**src/hw/rtl/bsra_pkg.sv**
```systemverilog
// Shared types, codes and sizes for the single-resource banker's allocator.
package bsra_pkg;

  localparam int THREAD_SLOTS   = 8;
  localparam int UNIT_BITS      = 8;
  localparam int TID_BITS       = 3;
  localparam int THREADS_BITS   = 4;
  localparam int WORK_BITS      = UNIT_BITS + TID_BITS;
  localparam int CFG_DATA_BITS  = 64;
  localparam int CFG_INDEX_BITS = 2;

  // command codes
  localparam logic [1:0] CMD_REQUEST  = 2'd0;
  localparam logic [1:0] CMD_RELEASE  = 2'd1;
  localparam logic [1:0] CMD_SHUTDOWN = 2'd2;

  // configuration register indexes
  localparam logic [CFG_INDEX_BITS-1:0] REG_TOTAL   = 2'd0;
  localparam logic [CFG_INDEX_BITS-1:0] REG_THREADS = 2'd1;
  localparam logic [CFG_INDEX_BITS-1:0] REG_CLAIMS  = 2'd2;

  typedef enum logic [2:0] {
    ST_OK         = 3'd0,
    ST_SHORT      = 3'd1,
    ST_UNSAFE     = 3'd2,
    ST_BAD_THREAD = 3'd3,
    ST_ZERO       = 3'd4,
    ST_OVER_NEED  = 3'd5,
    ST_OVER_ALLOC = 3'd6,
    ST_SHUT_DOWN  = 3'd7
  } status_t;

  typedef logic [UNIT_BITS-1:0] unit_t;

  typedef struct packed {
    logic [1:0]          command;
    logic [TID_BITS-1:0] thread;
    unit_t               amount;
  } item_t;

  typedef struct packed {
    status_t status;
    unit_t   available_now;
    unit_t   thread_allocation;
    unit_t   thread_need;
  } result_t;

  // classified command as it sits in the queue
  typedef struct packed {
    item_t item;
    logic  bad_thread;
    logic  zero_amount;
  } entry_t;

  typedef struct packed {
    unit_t                    total_units;
    logic [THREADS_BITS-1:0]  active_threads;
    logic [CFG_DATA_BITS-1:0] claim_bytes;
  } cfg_t;

endpackage

```
**src/hw/rtl/bsra_front.sv**
```systemverilog
// Front end: accepts commands, classifies them and queues them for the back end.
module bsra_front
  import bsra_pkg::*;
(
  input  logic                    clk,
  input  logic                    rst,
  input  logic                    start,
  output logic                    busy,
  input  item_t                   item,
  input  logic [THREADS_BITS-1:0] active_threads,
  input  logic                    hold,
  output logic                    q_valid,
  output entry_t                  q_entry,
  input  logic                    q_pop
);

  entry_t     mem [2];
  logic       wr_ptr;
  logic       rd_ptr;
  logic [1:0] count;
  logic       push;
  entry_t     entry_in;

  assign busy    = (count == 2'd2) || hold;
  assign push    = start && !busy;
  assign q_valid = (count != 2'd0);
  assign q_entry = mem[rd_ptr];

  always_comb begin
    entry_in.item        = item;
    entry_in.bad_thread  = ({1'b0, item.thread} >= active_threads);
    entry_in.zero_amount = (item.amount == '0);
  end

  always_ff @(posedge clk) begin
    if (rst) begin
      wr_ptr <= 1'b0;
      rd_ptr <= 1'b0;
      count  <= 2'd0;
    end else begin
      if (push) begin
        mem[wr_ptr] <= entry_in;
        wr_ptr      <= !wr_ptr;
      end
      if (q_pop) begin
        rd_ptr <= !rd_ptr;
      end
      count <= count + {1'b0, push} - {1'b0, q_pop};
    end
  end

endmodule

```
**src/hw/rtl/bsra_back.sv**
```systemverilog
// Back end: runs checks, tentative grant and the safety fixed point, and reports.
module bsra_back
  import bsra_pkg::*;
(
  input  logic    clk,
  input  logic    rst,
  input  logic    reload,
  input  cfg_t    cfg,
  input  logic    q_valid,
  input  entry_t  q_entry,
  output logic    q_pop,
  output logic    done,
  output result_t result
);

  typedef enum logic [1:0] {S_IDLE, S_EXEC, S_SAFE, S_REPLY} state_t;

  state_t                  state;
  entry_t                  cur;
  status_t                 status;
  unit_t                   avail;
  unit_t                   alloc [THREAD_SLOTS];
  unit_t                   need  [THREAD_SLOTS];
  logic                    shut;
  logic [THREAD_SLOTS-1:0] done_mask;
  logic [WORK_BITS-1:0]    work;

  logic [THREAD_SLOTS-1:0] live;
  logic [THREAD_SLOTS-1:0] fin;
  logic [WORK_BITS-1:0]    gain;
  logic                    all_done;
  logic [TID_BITS-1:0]     tid;
  unit_t                   amt;
  status_t                 exec_status;
  logic                    grant;
  logic                    give_back;

  assign tid   = cur.item.thread;
  assign amt   = cur.item.amount;
  assign q_pop = (state == S_IDLE) && q_valid && !reload;

  // checks in priority order; grant or give back only when all pass
  always_comb begin
    exec_status = ST_OK;
    grant       = 1'b0;
    give_back   = 1'b0;
    if (cur.item.command == CMD_REQUEST || cur.item.command == CMD_RELEASE) begin
      if (cur.bad_thread) begin
        exec_status = ST_BAD_THREAD;
      end else if (cur.zero_amount) begin
        exec_status = ST_ZERO;
      end else if (cur.item.command == CMD_REQUEST) begin
        if (amt > need[tid]) begin
          exec_status = ST_OVER_NEED;
        end else if (shut) begin
          exec_status = ST_SHUT_DOWN;
        end else if (amt > avail) begin
          exec_status = ST_SHORT;
        end else begin
          grant = 1'b1;
        end
      end else begin
        if (amt > alloc[tid]) begin
          exec_status = ST_OVER_ALLOC;
        end else begin
          give_back = 1'b1;
        end
      end
    end
  end

  // one pass of the safety check: every live thread whose need fits finishes
  always_comb begin
    gain = '0;
    for (int t = 0; t < THREAD_SLOTS; t++) begin
      live[t] = ({1'b0, TID_BITS'(t)} < cfg.active_threads);
      fin[t]  = live[t] && !done_mask[t] && ({{TID_BITS{1'b0}}, need[t]} <= work);
      if (fin[t]) begin
        gain = gain + {{TID_BITS{1'b0}}, alloc[t]};
      end
    end
    all_done = &(done_mask | ~live);
  end

  always_ff @(posedge clk) begin
    if (rst) begin
      state <= S_IDLE;
      done  <= 1'b0;
    end else if (reload) begin
      state <= S_IDLE;
      done  <= 1'b0;
      avail <= cfg.total_units;
      shut  <= 1'b0;
      for (int t = 0; t < THREAD_SLOTS; t++) begin
        alloc[t] <= '0;
        need[t]  <= (cfg.claim_bytes[8*t +: 8] > cfg.total_units) ?
                    cfg.total_units : cfg.claim_bytes[8*t +: 8];
      end
    end else begin
      done <= (state == S_REPLY);
      unique case (state)
        S_IDLE: begin
          if (q_pop) begin
            cur   <= q_entry;
            state <= S_EXEC;
          end
        end
        S_EXEC: begin
          status <= exec_status;
          if (grant) begin
            // grant tentatively, then prove safety
            avail      <= avail - amt;
            alloc[tid] <= alloc[tid] + amt;
            need[tid]  <= need[tid] - amt;
            work       <= {{TID_BITS{1'b0}}, avail - amt};
            done_mask  <= '0;
            state      <= S_SAFE;
          end else begin
            if (give_back) begin
              avail      <= avail + amt;
              alloc[tid] <= alloc[tid] - amt;
              need[tid]  <= need[tid] + amt;
            end
            state <= S_REPLY;
          end
          if (cur.item.command == CMD_SHUTDOWN) begin
            shut <= 1'b1;
          end
        end
        S_SAFE: begin
          if (fin == '0) begin
            if (!all_done) begin
              // roll back the tentative grant
              avail      <= avail + amt;
              alloc[tid] <= alloc[tid] - amt;
              need[tid]  <= need[tid] + amt;
              status     <= ST_UNSAFE;
            end
            state <= S_REPLY;
          end else begin
            done_mask <= done_mask | fin;
            work      <= work + gain;
          end
        end
        S_REPLY: begin
          result.status            <= status;
          result.available_now     <= avail;
          result.thread_allocation <= cur.bad_thread ? '0 : alloc[tid];
          result.thread_need       <= cur.bad_thread ? '0 : need[tid];
          state                    <= S_IDLE;
        end
        default: state <= S_IDLE;
      endcase
    end
  end

endmodule

```
**src/hw/rtl/bankers_single_resource_allocator.sv**
```systemverilog
// Top level of the single-resource banker's allocator: config registers, front, back.
// With the back end idle, an accepted command is queued, popped into the back end,
//   checked in S_EXEC and reported from S_REPLY; a request that passes its checks
//   first runs safety passes in S_SAFE until no further thread can finish.
// The back end takes one command at a time through its states; a two-entry queue
//   lets start be taken while the back end works.
// Reset and every write to a mapped index reload the accounting state; busy stays high
//   while that reload is pending. The receiver cannot stall: done is a one-cycle strobe.
module bankers_single_resource_allocator
  import bsra_pkg::*;
(
  input  logic                      clk,
  input  logic                      rst,
  input  logic                      start,
  output logic                      busy,
  input  item_t                     item,
  output logic                      done,
  output result_t                   result,
  input  logic                      cfg_we,
  input  logic [CFG_INDEX_BITS-1:0] cfg_index,
  input  logic [CFG_DATA_BITS-1:0]  cfg_data
);

  // Configuration registers; reload_pend asks the back end to rebuild its
  // tables from them on the next edge and blocks new commands meanwhile.
  cfg_t   cfg;
  logic   reload_pend;

  // queue between front and back
  logic   q_valid;
  entry_t q_entry;
  logic   q_pop;

  always_ff @(posedge clk) begin
    if (rst) begin
      cfg.total_units    <= 8'd255;
      cfg.active_threads <= 4'd8;
      cfg.claim_bytes    <= '0;
      reload_pend        <= 1'b1;
    end else begin
      // only writes to mapped indexes reload the tables
      reload_pend <= cfg_we && (cfg_index == REG_TOTAL || cfg_index == REG_THREADS ||
                                cfg_index == REG_CLAIMS);
      if (cfg_we) begin
        unique case (cfg_index)
          REG_TOTAL: begin
            cfg.total_units <= cfg_data[UNIT_BITS-1:0];
          end
          REG_THREADS: begin
            cfg.active_threads <= cfg_data[THREADS_BITS-1:0];
          end
          REG_CLAIMS: begin
            cfg.claim_bytes <= cfg_data;
          end
          default: begin
            // drop writes to unmapped indexes
          end
        endcase
      end
    end
  end

  // Front: classify bad thread and zero amount at accept time, queue the beat.
  bsra_front u_front (
    .clk            (clk),
    .rst            (rst),
    .start          (start),
    .busy           (busy),
    .item           (item),
    .active_threads (cfg.active_threads),
    .hold           (reload_pend),
    .q_valid        (q_valid),
    .q_entry        (q_entry),
    .q_pop          (q_pop)
  );

  // Back: state-dependent checks, tentative grant, safety passes, report.
  bsra_back u_back (
    .clk     (clk),
    .rst     (rst),
    .reload  (reload_pend),
    .cfg     (cfg),
    .q_valid (q_valid),
    .q_entry (q_entry),
    .q_pop   (q_pop),
    .done    (done),
    .result  (result)
  );

  // A result strobe never lasts more than one cycle.
  a_done_pulse: assert property (@(posedge clk) disable iff (rst) done |=> !done)
    else $error("done strobe held for more than one cycle");

  // A bad thread reports zero allocation and need.
  a_bad_thread_zero: assert property (@(posedge clk) disable iff (rst)
      (done && result.status == ST_BAD_THREAD) |->
      (result.thread_allocation == '0 && result.thread_need == '0))
    else $error("bad thread result carries table values");

  // Coming out of reset the tables are rebuilt: no result, no command taken.
  a_reset_quiet: assert property (@(posedge clk) $past(rst) |-> (busy && !done))
    else $error("activity in the cycle after reset");

endmodule
```
**config.mk**
```make
export PLATFORM = sky130hd
export DESIGN_NAME = bankers_single_resource_allocator
export DESIGN_NICKNAME = d
export VERILOG_FILES = /design/src/hw/rtl/bsra_pkg.sv /design/src/hw/rtl/bsra_front.sv /design/src/hw/rtl/bsra_back.sv /design/src/hw/rtl/bankers_single_resource_allocator.sv
export SDC_FILE = /design/constraint.sdc
export NUM_CORES = 1
export LEC_CHECK = 0
export ABC_AREA = 1
export BUFFER_PORTS_ARGS = -buffer_cell sky130_fd_sc_hd__buf_2
export CAP_MARGIN = 5
export CELL_PAD_IN_SITES_DETAIL_PLACEMENT = 1
export CELL_PAD_IN_SITES_GLOBAL_PLACEMENT = 1
export CORE_MARGIN = 2
export CORE_UTILIZATION = 45
export CTS_CLUSTER_DIAMETER = 120
export DETAILED_ROUTE_END_ITERATION = 12
export PLACE_DENSITY_LB_ADDON = 0.1
export SYNTH_ARGS = -nofsm -noshare
export SYNTH_HDL_FRONTEND = slang
export SYNTH_SLANG_ARGS = --single-unit
```
**constraint.sdc**
```tcl
create_clock -name clk -period 11.85 [get_ports clk]
set_input_delay 2.37 -clock clk [delete_from_list [all_inputs] [get_ports clk]]
set_output_delay 2.37 -clock clk [all_outputs]
set_load 0.1 [all_outputs]
```
; Yosys cells after proc, flatten, opt, wreduce, memory -nomap -nowiden
; Memory sizes are Yosys's and may differ from the RTL's. A register that Yosys moved wholly into a read port is not among the register bits.
; Index checks and enable logic that the tools add are counted.
[totals]
ff_bits = 142
ram_bits = 158
in_bits = 83
out_inout_bits = 29
elab_cells = 240
n_memories = 3
[mem_list]
columns = name, words, word_bits, read_ports, rd_clocked_by_memory_dff, write_ports, line_no
row1 = u_back.alloc, 8, 8, 9, 0, 8, bsra_back.sv:22  ; unit_t alloc [THREAD_SLOTS];
row2 = u_back.need, 8, 8, 9, 0, 8, bsra_back.sv:23  ; unit_t need [THREAD_SLOTS];
row3 = u_front.mem, 2, 15, 1, 1, 1, bsra_front.sv:17  ; entry_t mem [2];
[op_classes]
n_addsub = 16
n_lt_le_gt_ge = 28
eq_ne = 16
n_mux = 90
n_bitwise = 9
reduce_logical = 60
[op_table]
columns = op, count
row1 = $mux 8, 22
row2 = $mux 11, 9
row3 = $gt 8x8->1, 11
row4 = $le 8x11->1, 8
row5 = $add 11x8->11, 6
row6 = $mux 1, 41
row7 = $mux 3, 11
row8 = $pmux 8 s2, 2
row9 = $add 8x8->8, 3
row10 = $sub 8x8->8, 3
row11 = $pmux 11 s2, 1
row12 = $logic_and 1x1->1, 20
row13 = $logic_not 8->1, 2
row14 = $lt 3x4->1 const A, 4
row15 = $or 8x8->8, 2
row16 = $reduce_or 8->1, 2
row17 = $reduce_and 5->1, 3
row18 = $logic_not 1->1, 12
row19 = $add 11x11->11, 1
row20 = $eq 2x2->1 const B, 5
row21 = $add 8x8->9, 1
row22 = $lt 1x4->1 const A, 2
row23 = $lt 2x4->1 const A, 2
row24 = $not 8->8, 1
row25 = other kinds (23), 45

; Logic depth before layout (Yosys ltp)
; Gate-level depths: netlist of run 1.
[logic_depth]
depth_word = 21
mapped_depth = 71
mapped_depth_nobuf = 71

; Cells and area by module
; Synthesis of run 1 repeated with hierarchy kept, for this count alone.
[unflattened]
cells_unflattened = 3055
area_unflattened_um2 = 23510.0
[by_module_without_submodules]
columns = module, n_inst, cells_per_inst, area_each_um2, seq_area_each_um2
row1 = bsra_back, 1, 2478, 18851.8, 6155.9
row2 = bankers_single_resource_allocator, 1, 471, 3154.3, 1541.5
row3 = bsra_front, 1, 106, 1503.9, 1001.0

; Least setup slack after synthesis of run 1
; OpenSTA, ideal clock, no wires.
[synth_timing]
path_kind = register to register
startpoint = register u_back.work[1]
endpoint = register u_back.work[10] (data pin)
setup_ps = 253
arrival_time_ps = 8952
required_ps = 11597
path_slack_ps = 2646
path_stages_with_launch = 68
n_path_buf = 0
synth_period_minus_slack_ps = 9204
cell_sequence = edfxtp_1 inv_1 ha_1 nand2_1 or4_1 o21ai_1 nand2_1 nor2_1 ha_1 inv_1 fa_1 xnor2_1 or2_2 o21ai_0 inv_1 ha_1 a21oi_1 nand3_1 [... 32 more ...] nand2_1 a21oi_1 a21oi_1 ha_1 inv_1 nor2_1 nor2_1 nor2_1 nor2_1 nor2_1 nor2_1 inv_1 a21oi_1 nand3b_1 nand2_1 inv_1 nor2_1 nor2_1
[synth_between]
elab_chain_cells = 20
word_cells_on_any_way = 34
cone_classes = 8 x add/sub / 8 x order compare / 10 x mux / 8 x reduce/logical
[synth_rtl]
columns = element, line_no
row1 = from (decl), bsra_back.sv:26  ; logic [WORK_BITS-1:0] work;
row2 = from (signal assigned), bsra_back.sv:115  ; work <= {{TID_BITS{1'b0}}, avail - amt};
row3 = from (signal assigned), bsra_back.sv:142  ; work <= work + gain;
row4 = $le 8x11->1, bsra_back.sv:77  ; fin[t] = live[t] && !done_mask[t] && ({{TID_BITS{1'b0}}, need[t]} <= work);
row5 = $logic_and 1x1->1, bsra_back.sv:77
row6 = $mux 8, bsra_back.sv:78  ; if (fin[t]) begin
row7 = $add 8x8->9, bsra_back.sv:79  ; gain = gain + {{TID_BITS{1'b0}}, alloc[t]};
row8 = $mux 11, bsra_back.sv:78
row9 = $add 11x8->11, bsra_back.sv:79
row10 = $mux 11, bsra_back.sv:78
row11 = $add 11x8->11, bsra_back.sv:79
row12 = [... 4 more ...], -
row13 = $mux 11, bsra_back.sv:78
row14 = $add 11x8->11, bsra_back.sv:79
row15 = $mux 11, bsra_back.sv:78
row16 = $add 11x8->11, bsra_back.sv:79
row17 = $mux 11, bsra_back.sv:78
row18 = $add 11x11->11 *, bsra_back.sv:142
row19 = $mux 11 *, bsra_back.sv:131  ; if (fin == '0) begin
row20 = $pmux 11 s2 *, bsra_back.sv:101  ; unique case (state)
; Mark *: on every way between the ends. The rest lies on a longest branch, timed or not. The select of a mux whose other input is x is not followed.
; A chain may end at the register's enable or synchronous reset.

; Final worst setup path of run 1
; Same ends and word-level chain as after synthesis.

==> results of run 1 <==
## path summary, 6_finish.rpt
kind                                  start                       endpoint  slack (ns)  cells after the start
min          u_back.status[1]$_SDFFCE_PP1P_    u_back.result[25]$_DFFE_PP_        0.42                      0
max                u_back.work[1]$_DFFE_PP_  u_back.work[10]$_SDFFCE_PN0P_        1.03                     68
min reg2reg  u_back.status[1]$_SDFFCE_PP1P_    u_back.result[25]$_DFFE_PP_        0.42                      0
max reg2reg        u_back.work[1]$_DFFE_PP_  u_back.work[10]$_SDFFCE_PN0P_        1.03                     68
## repair_timing
| item | CTS | global route |
|---|---|---|
| endpoints found under the hold margin | 0 | 0 |
| setup buffers | 0 | 0 |
| setup endpoints to repair | 0 | 1 |
| gates resized for setup | 0 | 1 |
## sequential cells by signal, indices dropped and copies added (netlist names)
register / cells
u_back.avail: 8
u_back.status: 3
reload_pend: 1
u_front.rd_ptr: 1
u_back.done: 1
u_back.cur: 4
cfg: 76
u_front.wr_ptr: 1
u_back.tid: 3
u_front.mem: 30
u_back.state: 2
u_front.count: 2
u_back.work: 11
u_back.shut: 1
u_back.result: 27
u_back.alloc: 64
u_back.need: 64
u_back.amt: 8
u_back.done_mask: 8
## stage by stage
stage	instances	util, %	power (mW)	setup WS, ns
2_1_floorplan	2772	-	1.94	2.65
3_3_place_gp	3492	48.2	2.18	1.63
3_5_place_dp	3492	48.2	2.23	1.17
4_1_cts	3562	50.9	3.44	1.04
5_1_grt	3562	50.9	3.60	0.0150
6_report	3562	50.9	3.42	1.03
## cells by family (layout without fill, tap and decap cells)
family | after synthesis | count (layout) | synth area share (%)
and+or+nand+nor | 1091 | 1091 | 20.4
DFF | 315 | 315 | 38.7
buffers and inverters | 425 | 551 | 7.28
AOI/OAI and AO/OA | 610 | 610 | 15.7
xor gates and xnor gates | 67 | 67 | 2.63
adders and majority gates | 264 | 264 | 15.3
## per-layer routing
metal | share of wire, % | routed length, µm
met1 | 45 | 33900
met2 | 48 | 36300
met3 | 4.3 | 3290
met4 | 3.4 | 2620
met5 | 0 | 0
## cells in the mapped netlist (6+ instances only)
library cell and count:
o21bai_1 20, nand2_4 8, a22oi_1 6, nor3_1 12
fa_1 14, a21oi_1 230, or2_2 15, xor2_1 49
o211ai_1 17, nor2_1 204, ha_1 250, nand3b_1 8
inv_1 314, dfxtp_1 84, edfxtp_1 231, buf_2 14
xnor2_1 18, inv_2 25, o31ai_1 6, o21ai_1 14
nand3_1 101, clkbuf_1 60, a221oi_1 21, buf_1 6
nand2_1 693, nor4_1 7, o21ai_0 237, nand4_1 22
a22o_1 24, and2_1 6
## report_power, final
part	switching [mW]	internal [mW]
sequential	0.0477	1.24
combinational	0.616	0.324
clock	0.486	0.713
## critical path: cells and delay by family (launching register included)
family	cells	cell delay, ns
simple gates	31	3.97
fa+ha+maj	10	3.17
compound gates	10	1.33
buf+inv	13	1.10
xor+xnor	4	0.58
flops	1	0.43
## final cells by class
type | count | share of cell area [%]
Multi-Input combinational cell | 2032 | 48.6
Sequential cell | 315 | 34.6
Inverter | 343 | 5.18
Clock inverter | 18 | 0.663
Tap cell | 664 | 3.34
Timing Repair Buffer | 138 | 3.05
Clock buffer | 52 | 4.52
==> impl_results.md, run 1 <==
* Nets at 3215
* Post-synth EDFFs at 231
* Antenna violations before repair at 0
* Fillers at 6057
* GRT Util Overall at 29.9%
* Max rail drop VDD at 0.135 mV
* Final GP Congestion at 0.900
* Fmax at 92.4 MHz
* DRT iter0 DRCs at 1169
* Die height at 227 µm
* Via Count at 19700
* Synthesized area per cell at 8.04 µm²
* Ys async rst share at 0%
* RSZ-0062 raised after global routing: no
* Crit Path Class: reg2reg
* Crit. End Element: flop
* CTS Buf Count at 38
* Buffers on Ports at 111
* Share of cells above drive strength 1 at 9.66%
* Worst Hold Class: reg2reg
* Worst path max stage delay at 0.51 ns
* Core Box Area at 0.0490 mm²
* Outcome: finished, final reports clean
* Met1 GRT Util at 38.7%
* Count of cell types in the netlist at 64
* Leak at 11.5 nW
* Synth top area share at 31.1%
* Hold Fails Final Rpt at 0
* Crit-path max FO at 8
* Hold_ws at 0.423 ns
* Sequential share of the synthesized area at 38.7%
* M2 GR Usage at 51.7%
* # IOs at 112
* N_diodes at 0
* Final setup violation count at 0
* Final slew viol count at 0
* Top_reg_cell synth: edfxtp_1
* Remaining DRCs at 0
* Max Cap Viol at 0
* Clock Latency Late Sink at 0.56 ns
* Clk root buf: clkbuf_16
* Area after DPL at 0.0236 mm²
* Post-synthesis register bit count at 315
* Pwr dens at 138 mW/mm²
* Syn Inst Count at 2772
* Clock Tree Buf Depth at 3
* DR vias/cell at 5.54
* CP max stage cell: or4_1
* Synth area leaders: edfxtp_1 (31%), ha_1 (14%), nand2_1 (12%)
* Setup crit start kind: flop
* Synthesis Warnings at 0
* Netlist Area Pre-Place at 0.0223 mm²
* Syn_nets at 3119
* CTS sink count at 315
* Required time of the worst setup path at 12.16 ns
* Register area at 0.00862 mm²
* GRT met3 Usage at 3.34%
* Max-slew headroom at 17.7%
* Vias in the first global route at 20600
* Die area at 0.0513 mm²
* Multi-input combinational cell area at 0.0121 mm²
* Initial Util at 45.5%
* DRT antenna net count at 0
* Min Tclk post-route at 10.82 ns
* Post-route cell area at 0.0249 mm²
* Commonest non-fill, non-tap cell in the layout: nand2_1
* Slew @ Worst Pin at 1.22 ns
* Largest net degree at the start of global routing at 129
* Gr busiest metal: met2
* Post-synth top area cell: edfxtp_1
* Row count at 81
* Most frequent cells in the layout: nand2_1 (693), inv_1 (313), ha_1 (250)
* Hold-fix buffers, CTS at 0
* Arrival time worst endpoint at 11.14 ns
* Max Clock Skew at 0.0185 ns
* CTS tree: done
* H-tree levels at 2
* Congestion Overflow GR at 0
* First-pass GRT wire length at 117 mm
* Wirelength, routed at 76.0 mm
* Clock slew at reported path FFs at 0.06 ns
* Fin Setup TNS at 0 ns
* Hpwl dp at 60.1 mm
* Die Span X at 227 µm
* Wire per inst at 21.3 µm
* Pre-antenna DRT Iters at 7
* Crit share post-route at 91.3%
* Area Growth Syn to Fin at 11.7%
Note: power is estimated with default switching activity, not from simulation.
==> run 2, diff against run 1 <==
- BUFFER_PORTS_ARGS: -buffer_cell sky130_fd_sc_hd__buf_2 -> default
- DONT_BUFFER_PORTS: default -> 1
- clock period: 11.85 -> 11.3 ns (I/O delays scaled with it)
==> impl_results.md, run 2 (synthesized netlist as in run 1, its figures left out) <==
* HP Start: u_back.status[1]$_SDFFCE_PP1P_
* Cell Count, Final, Fillers Out at 3449
* Hold-fix buffers, CTS at 0
* Crit-path max FO at 7
* Dpl cells at 3377
* Clock Latency Late Sink at 0.57 ns
* Max Clock Skew at 0.0271 ns
* Wire per inst at 22.0 µm
* Largest net degree at the start of global routing at 91
* DRT iter0 DRCs at 1012
* Slew @ Worst Pin at 1.09 ns
* Fillers at 5909
* Biggest register: cfg
* Wirelength, routed at 75.9 mm
* CTS sink count at 315
* N_diodes at 0
* Worst path max stage delay at 0.52 ns
* CTS Buf Count at 38
* Setup crit start kind: flop
* Row count at 81
* CP Buf/Inv Count at 13
* Max rail drop VDD at 0.180 mV
* Max Cap Viol at 0
* Final slew viol count at 0
* H-tree levels at 2
* Worst Hold Depth at 0
* Outcome: finished, final reports clean
* Final setup violation count at 0
* Area Growth Syn to Fin at 9.22%
* Commonest non-fill, non-tap cell in the layout: nand2_1
* Pwr dens at 147 mW/mm²
* DR vias/cell at 5.60
* Fmax at 95.8 MHz
* Crit share post-route at 92.4%
* Leak at 11.0 nW
* Pwr Total at 3.57 mW
* Clock slew at reported path FFs at 0.06 ns
* Hpwl dp at 59.7 mm
* Final GP Congestion at 0.949
* Initial Util at 45.5%
* Buffers on Ports at 0
* Most frequent cells in the layout: nand2_1 (692), inv_1 (311), ha_1 (247)
* Hold EP: u_back.result[25]$_DFFE_PP_
* Antenna violations before repair at 0
* Worst Hold Class: reg2reg
* Final core occ at 49.7%
* Max-slew headroom at 26.3%
* Vias in the first global route at 20200
* Die Span X at 227 µm
* Number of flip-flops in the largest register at 76
* Clk root buf: clkbuf_16
* Biggest registers after layout: cfg: 76 flops, u_back.alloc: 64 flops, u_back.need: 64 flops
* Arrival time worst endpoint at 10.77 ns
* Via Count at 19300
* Reg-to-Reg End: u_back.work[10]$_SDFFCE_PN0P_
* Crit Path Class: reg2reg
* Crit. End Element: flop
* Hold Fails Final Rpt at 0
* Nets at 3104
* GRT Util Overall at 29.9%
* # IOs at 112
* Top delay family on crit path: simple AND/OR/NAND/NOR gates
* CTS tree: done
* DRT antenna net count at 0
* First-pass GRT wire length at 116 mm
* Core Box Area at 0.0490 mm²
* Clock Tree Buf Depth at 3
* Worst R2R Start: u_back.work[2]$_DFFE_PP_
* Die height at 227 µm
* Share of cells above drive strength 1 at 6.14%
* CP max stage cell: or4_1
* Required time of the worst setup path at 11.62 ns
* Reg2reg setup slack at 0.86 ns
* Remaining DRCs at 0
* Min Tclk post-route at 10.44 ns
* Worst R2R Path Depth at 68
* Congestion Overflow GR at 0
* Pre-antenna DRT Iters at 5
* Die area at 0.0513 mm²
==> run 2: per-stage QoR <==
stage	setup TNS (ns)	setup WS (ns)	area (µm²)	hold WS, ns
after floorplan	0	2.10	22300	0.400
after global placement	0	1.09	23000	0.403
after detailed placement	0	0.655	23000	0.411
after CTS	0	0.602	24300	0.426
after global routing	-0.0639	-0.0639	24300	0.440
final	0	0.856	24300	0.426
==> run 2: where the power goes <==
group	internal, mW	leakage (nW)	switching (mW)	total, mW
clock network	0.748	0.611	0.506	1.25
registers	1.30	2.91	0.0500	1.35
logic	0.331	7.53	0.638	0.970
total	2.38	11.0	1.19	3.57
==> run 2: worst max path at each step <==
stage | start | endpoint | slack [ns] | depth (start not counted)
after floorplan | u_back.work[1]$_DFFE_PP_ | u_back.work[10]$_SDFFCE_PN0P_ | 2.10 | 67
after global routing | u_back.work[2]$_DFFE_PP_ | u_back.work[10]$_SDFFCE_PN0P_ | -0.06 | 69
after detailed placement | u_back.work[1]$_DFFE_PP_ | u_back.work[10]$_SDFFCE_PN0P_ | 0.66 | 68
after CTS | u_back.work[1]$_DFFE_PP_ | u_back.work[10]$_SDFFCE_PN0P_ | 0.60 | 68
after global placement | u_back.work[1]$_DFFE_PP_ | u_back.work[10]$_SDFFCE_PN0P_ | 1.09 | 68
final | u_back.work[2]$_DFFE_PP_ | u_back.work[10]$_SDFFCE_PN0P_ | 0.86 | 68
==> run 2: cell type report <==
type / count / area, µm² / share of cell area (%)
multi-input combinational: 2032 / 12100 / 49.9
sequential: 315 / 8620 / 35.4
inverter: 343 / 1290 / 5.31
clock buffer: 52 / 1050 / 4.33
tap: 664 / 831 / 3.41
clock inverter: 16 / 204 / 0.838
timing repair buffer: 27 / 203 / 0.833
==> run 2: layer usage <==
| metal | wire length, µm | global-route usage, % |
|---|---|---|
| met1 | 33900 | 38.7 |
| met5 | 0 | 0 |
| met3 | 3010 | 3.40 |
| met4 | 3080 | 11.6 |
| met2 | 35900 | 50.9 |
==> run 2: timing repair <==
item / in CTS / in global routing
buffers inserted: 0 / 4
gates resized for setup: 0 / 11
setup endpoints to repair: 0 / 2
==> run 3, diff against run 2 <==
==> constraint.sdc (replaced) <==
create_clock -name clk -period 11.3 [get_ports clk]
set_input_delay 0 -clock clk [delete_from_list [all_inputs] [get_ports clk]]
set_output_delay 0 -clock clk [all_outputs]
set_load 0.1 [all_outputs]
==> impl_results.md, run 3 (synthesized netlist as in run 1, its figures left out) <==
* Buffers on Ports at 0
* Crit-path max FO at 7
* Min Tclk post-route at 10.42 ns
* Pwr dens at 142 mW/mm²
* Biggest register: cfg
* Initial Util at 45.5%
* Nets at 3239
* Via Count at 20300
* Crit. End Element: flop
* Fmax at 96.0 MHz
* H-tree levels at 2
* CP max stage cell: or4_1
* Max rail drop VDD at 0.110 mV
* Final slew viol count at 0
* CTS tree: done
* Clk root buf: clkbuf_16
* Core Box Area at 0.0490 mm²
* Post-place setup slack at 0.655 ns
* Die height at 227 µm
* Required time of the worst setup path at 11.62 ns
* Congestion Overflow GR at 0
* Multi-input combinational cell area at 0.0121 mm²
* Largest net degree at the start of global routing at 91
* Top delay family on crit path: simple AND/OR/NAND/NOR gates
* Max Cap Viol at 0
* Pre-antenna DRT Iters at 5
* Die Span X at 227 µm
* Wire per inst at 23.0 µm
* CP Buf/Inv Count at 13
* N_diodes at 0
* Slew @ Worst Pin at 1.18 ns
* Hpwl dp at 59.7 mm
* Outcome: finished, final reports clean
* CTS Buf Count at 38
* Commonest non-fill, non-tap cell in the layout: nand2_1
* Leak at 11.6 nW
* Hold Fails Final Rpt at 0
* Final setup violation count at 0
* Clock Tree Buf Depth at 3
* Crit Path Class: reg2reg
* DR vias/cell at 5.67
* Share of cells above drive strength 1 at 5.86%
* Row count at 81
* Arrival time worst endpoint at 10.74 ns
* Final GP Congestion at 0.949
* Fillers at 5815
* # IOs at 112
* Dpl cells at 3377
* Setup crit start kind: flop
* Remaining DRCs at 0
* Vias in the first global route at 21600
* Cell Count, Final, Fillers Out at 3584
* Max-slew headroom at 20.8%
* First-pass GRT wire length at 126 mm
* Most frequent cells in the layout: nand2_1 (692), inv_1 (311), ha_1 (247)
* Antenna violations before repair at 0
* Max Clock Skew at 0.0261 ns
* Die area at 0.0513 mm²
* Clock slew at reported path FFs at 0.06 ns
* Worst Hold Class: in2reg
* Fin Setup TNS at 0 ns
* Register area at 0.00862 mm²
* CTS sink count at 315
* Final worst slack at 0.880 ns
* DRT iter0 DRCs at 1168
* Crit share post-route at 92.2%
* Wirelength, routed at 82.4 mm
* Worst path max stage delay at 0.52 ns
* Biggest registers after layout: cfg: 76 flops, u_back.alloc: 64 flops, u_back.need: 64 flops
* Area Growth Syn to Fin at 15.3%
* Clock Latency Late Sink at 0.57 ns
* GRT Util Overall at 32.4%
* Pwr Total at 3.64 mW
* Number of flip-flops in the largest register at 76
* DRT antenna net count at 0
-- run 3: worst paths after layout --
kind | startpoint | depth (start not counted) | to | slack (ns)
max | u_back.work[2]$_DFFE_PP_ | 68 | u_back.work[10]$_SDFFCE_PN0P_ | 0.88
min | item[12] | 1 | u_front.mem[1][14]$_DFFE_PP_ | 0.11
min reg2reg | u_back.status[1]$_SDFFCE_PP1P_ | 0 | u_back.result[25]$_DFFE_PP_ | 0.42
max reg2reg | u_back.work[2]$_DFFE_PP_ | 68 | u_back.work[10]$_SDFFCE_PN0P_ | 0.88
-- run 3: through the flow --
step                instance area (µm²)  utilization (%)  hold slack (ns)
finish                            25700             52.5            0.109
global placement                  23000             47.0           0.0747
global route                      25700             52.5            0.104
CTS                               25600             52.4           0.0723
floorplan                         22300                -           0.0989
detailed placement                23000             47.0           0.0774
-- run 3: layout make-up --
cell class	count	area share (%)
well taps	664	3.23
clock inverters	16	0.794
clock buffers	52	4.11
flip-flops and latches	315	33.5
repair buffers	162	6.05
multi-input cells	2032	47.2
inverters	343	5.03
-- run 3: power breakdown --
part           total (mW)  internal, mW  switching (mW)
clock network        1.27         0.748           0.518
registers            1.35          1.30          0.0519
logic                1.02         0.363           0.659
-- run 3: metal layers --
| metal | part of all wire [%] | track usage, % | up-vias |
|---|---|---|---|
| li1 | - | - | 9609 |
| met1 | 44 | 40.7 | 9976 |
| met2 | 48 | 56.6 | 545 |
| met3 | 3.7 | 3.59 | 178 |
| met4 | 4.4 | 13.6 | 0 |
| met5 | 0 | 0 | - |
-- run 3: timing repair --
| item | in CTS | in global routing |
|---|---|---|
| setup buffers | 0 | 4 |
| hold buffers | 135 | 0 |
| resized for setup | 0 | 11 |
| endpoints found under the hold margin | 161 | 0 |
| endpoints found under the setup margin | 0 | 2 |
-- run 3: worst register-to-register path, delay by kind of cell (launching register included) --
family | cells | cell delay (ns)
XOR/XNOR | 4 | 0.56
flip-flops | 1 | 0.40
buffers and inverters | 13 | 0.95
AND/OR/NAND/NOR | 31 | 3.84
adder cells (fa/ha/maj) | 10 | 3.24
AO/OA/AOI/OAI | 10 | 1.18
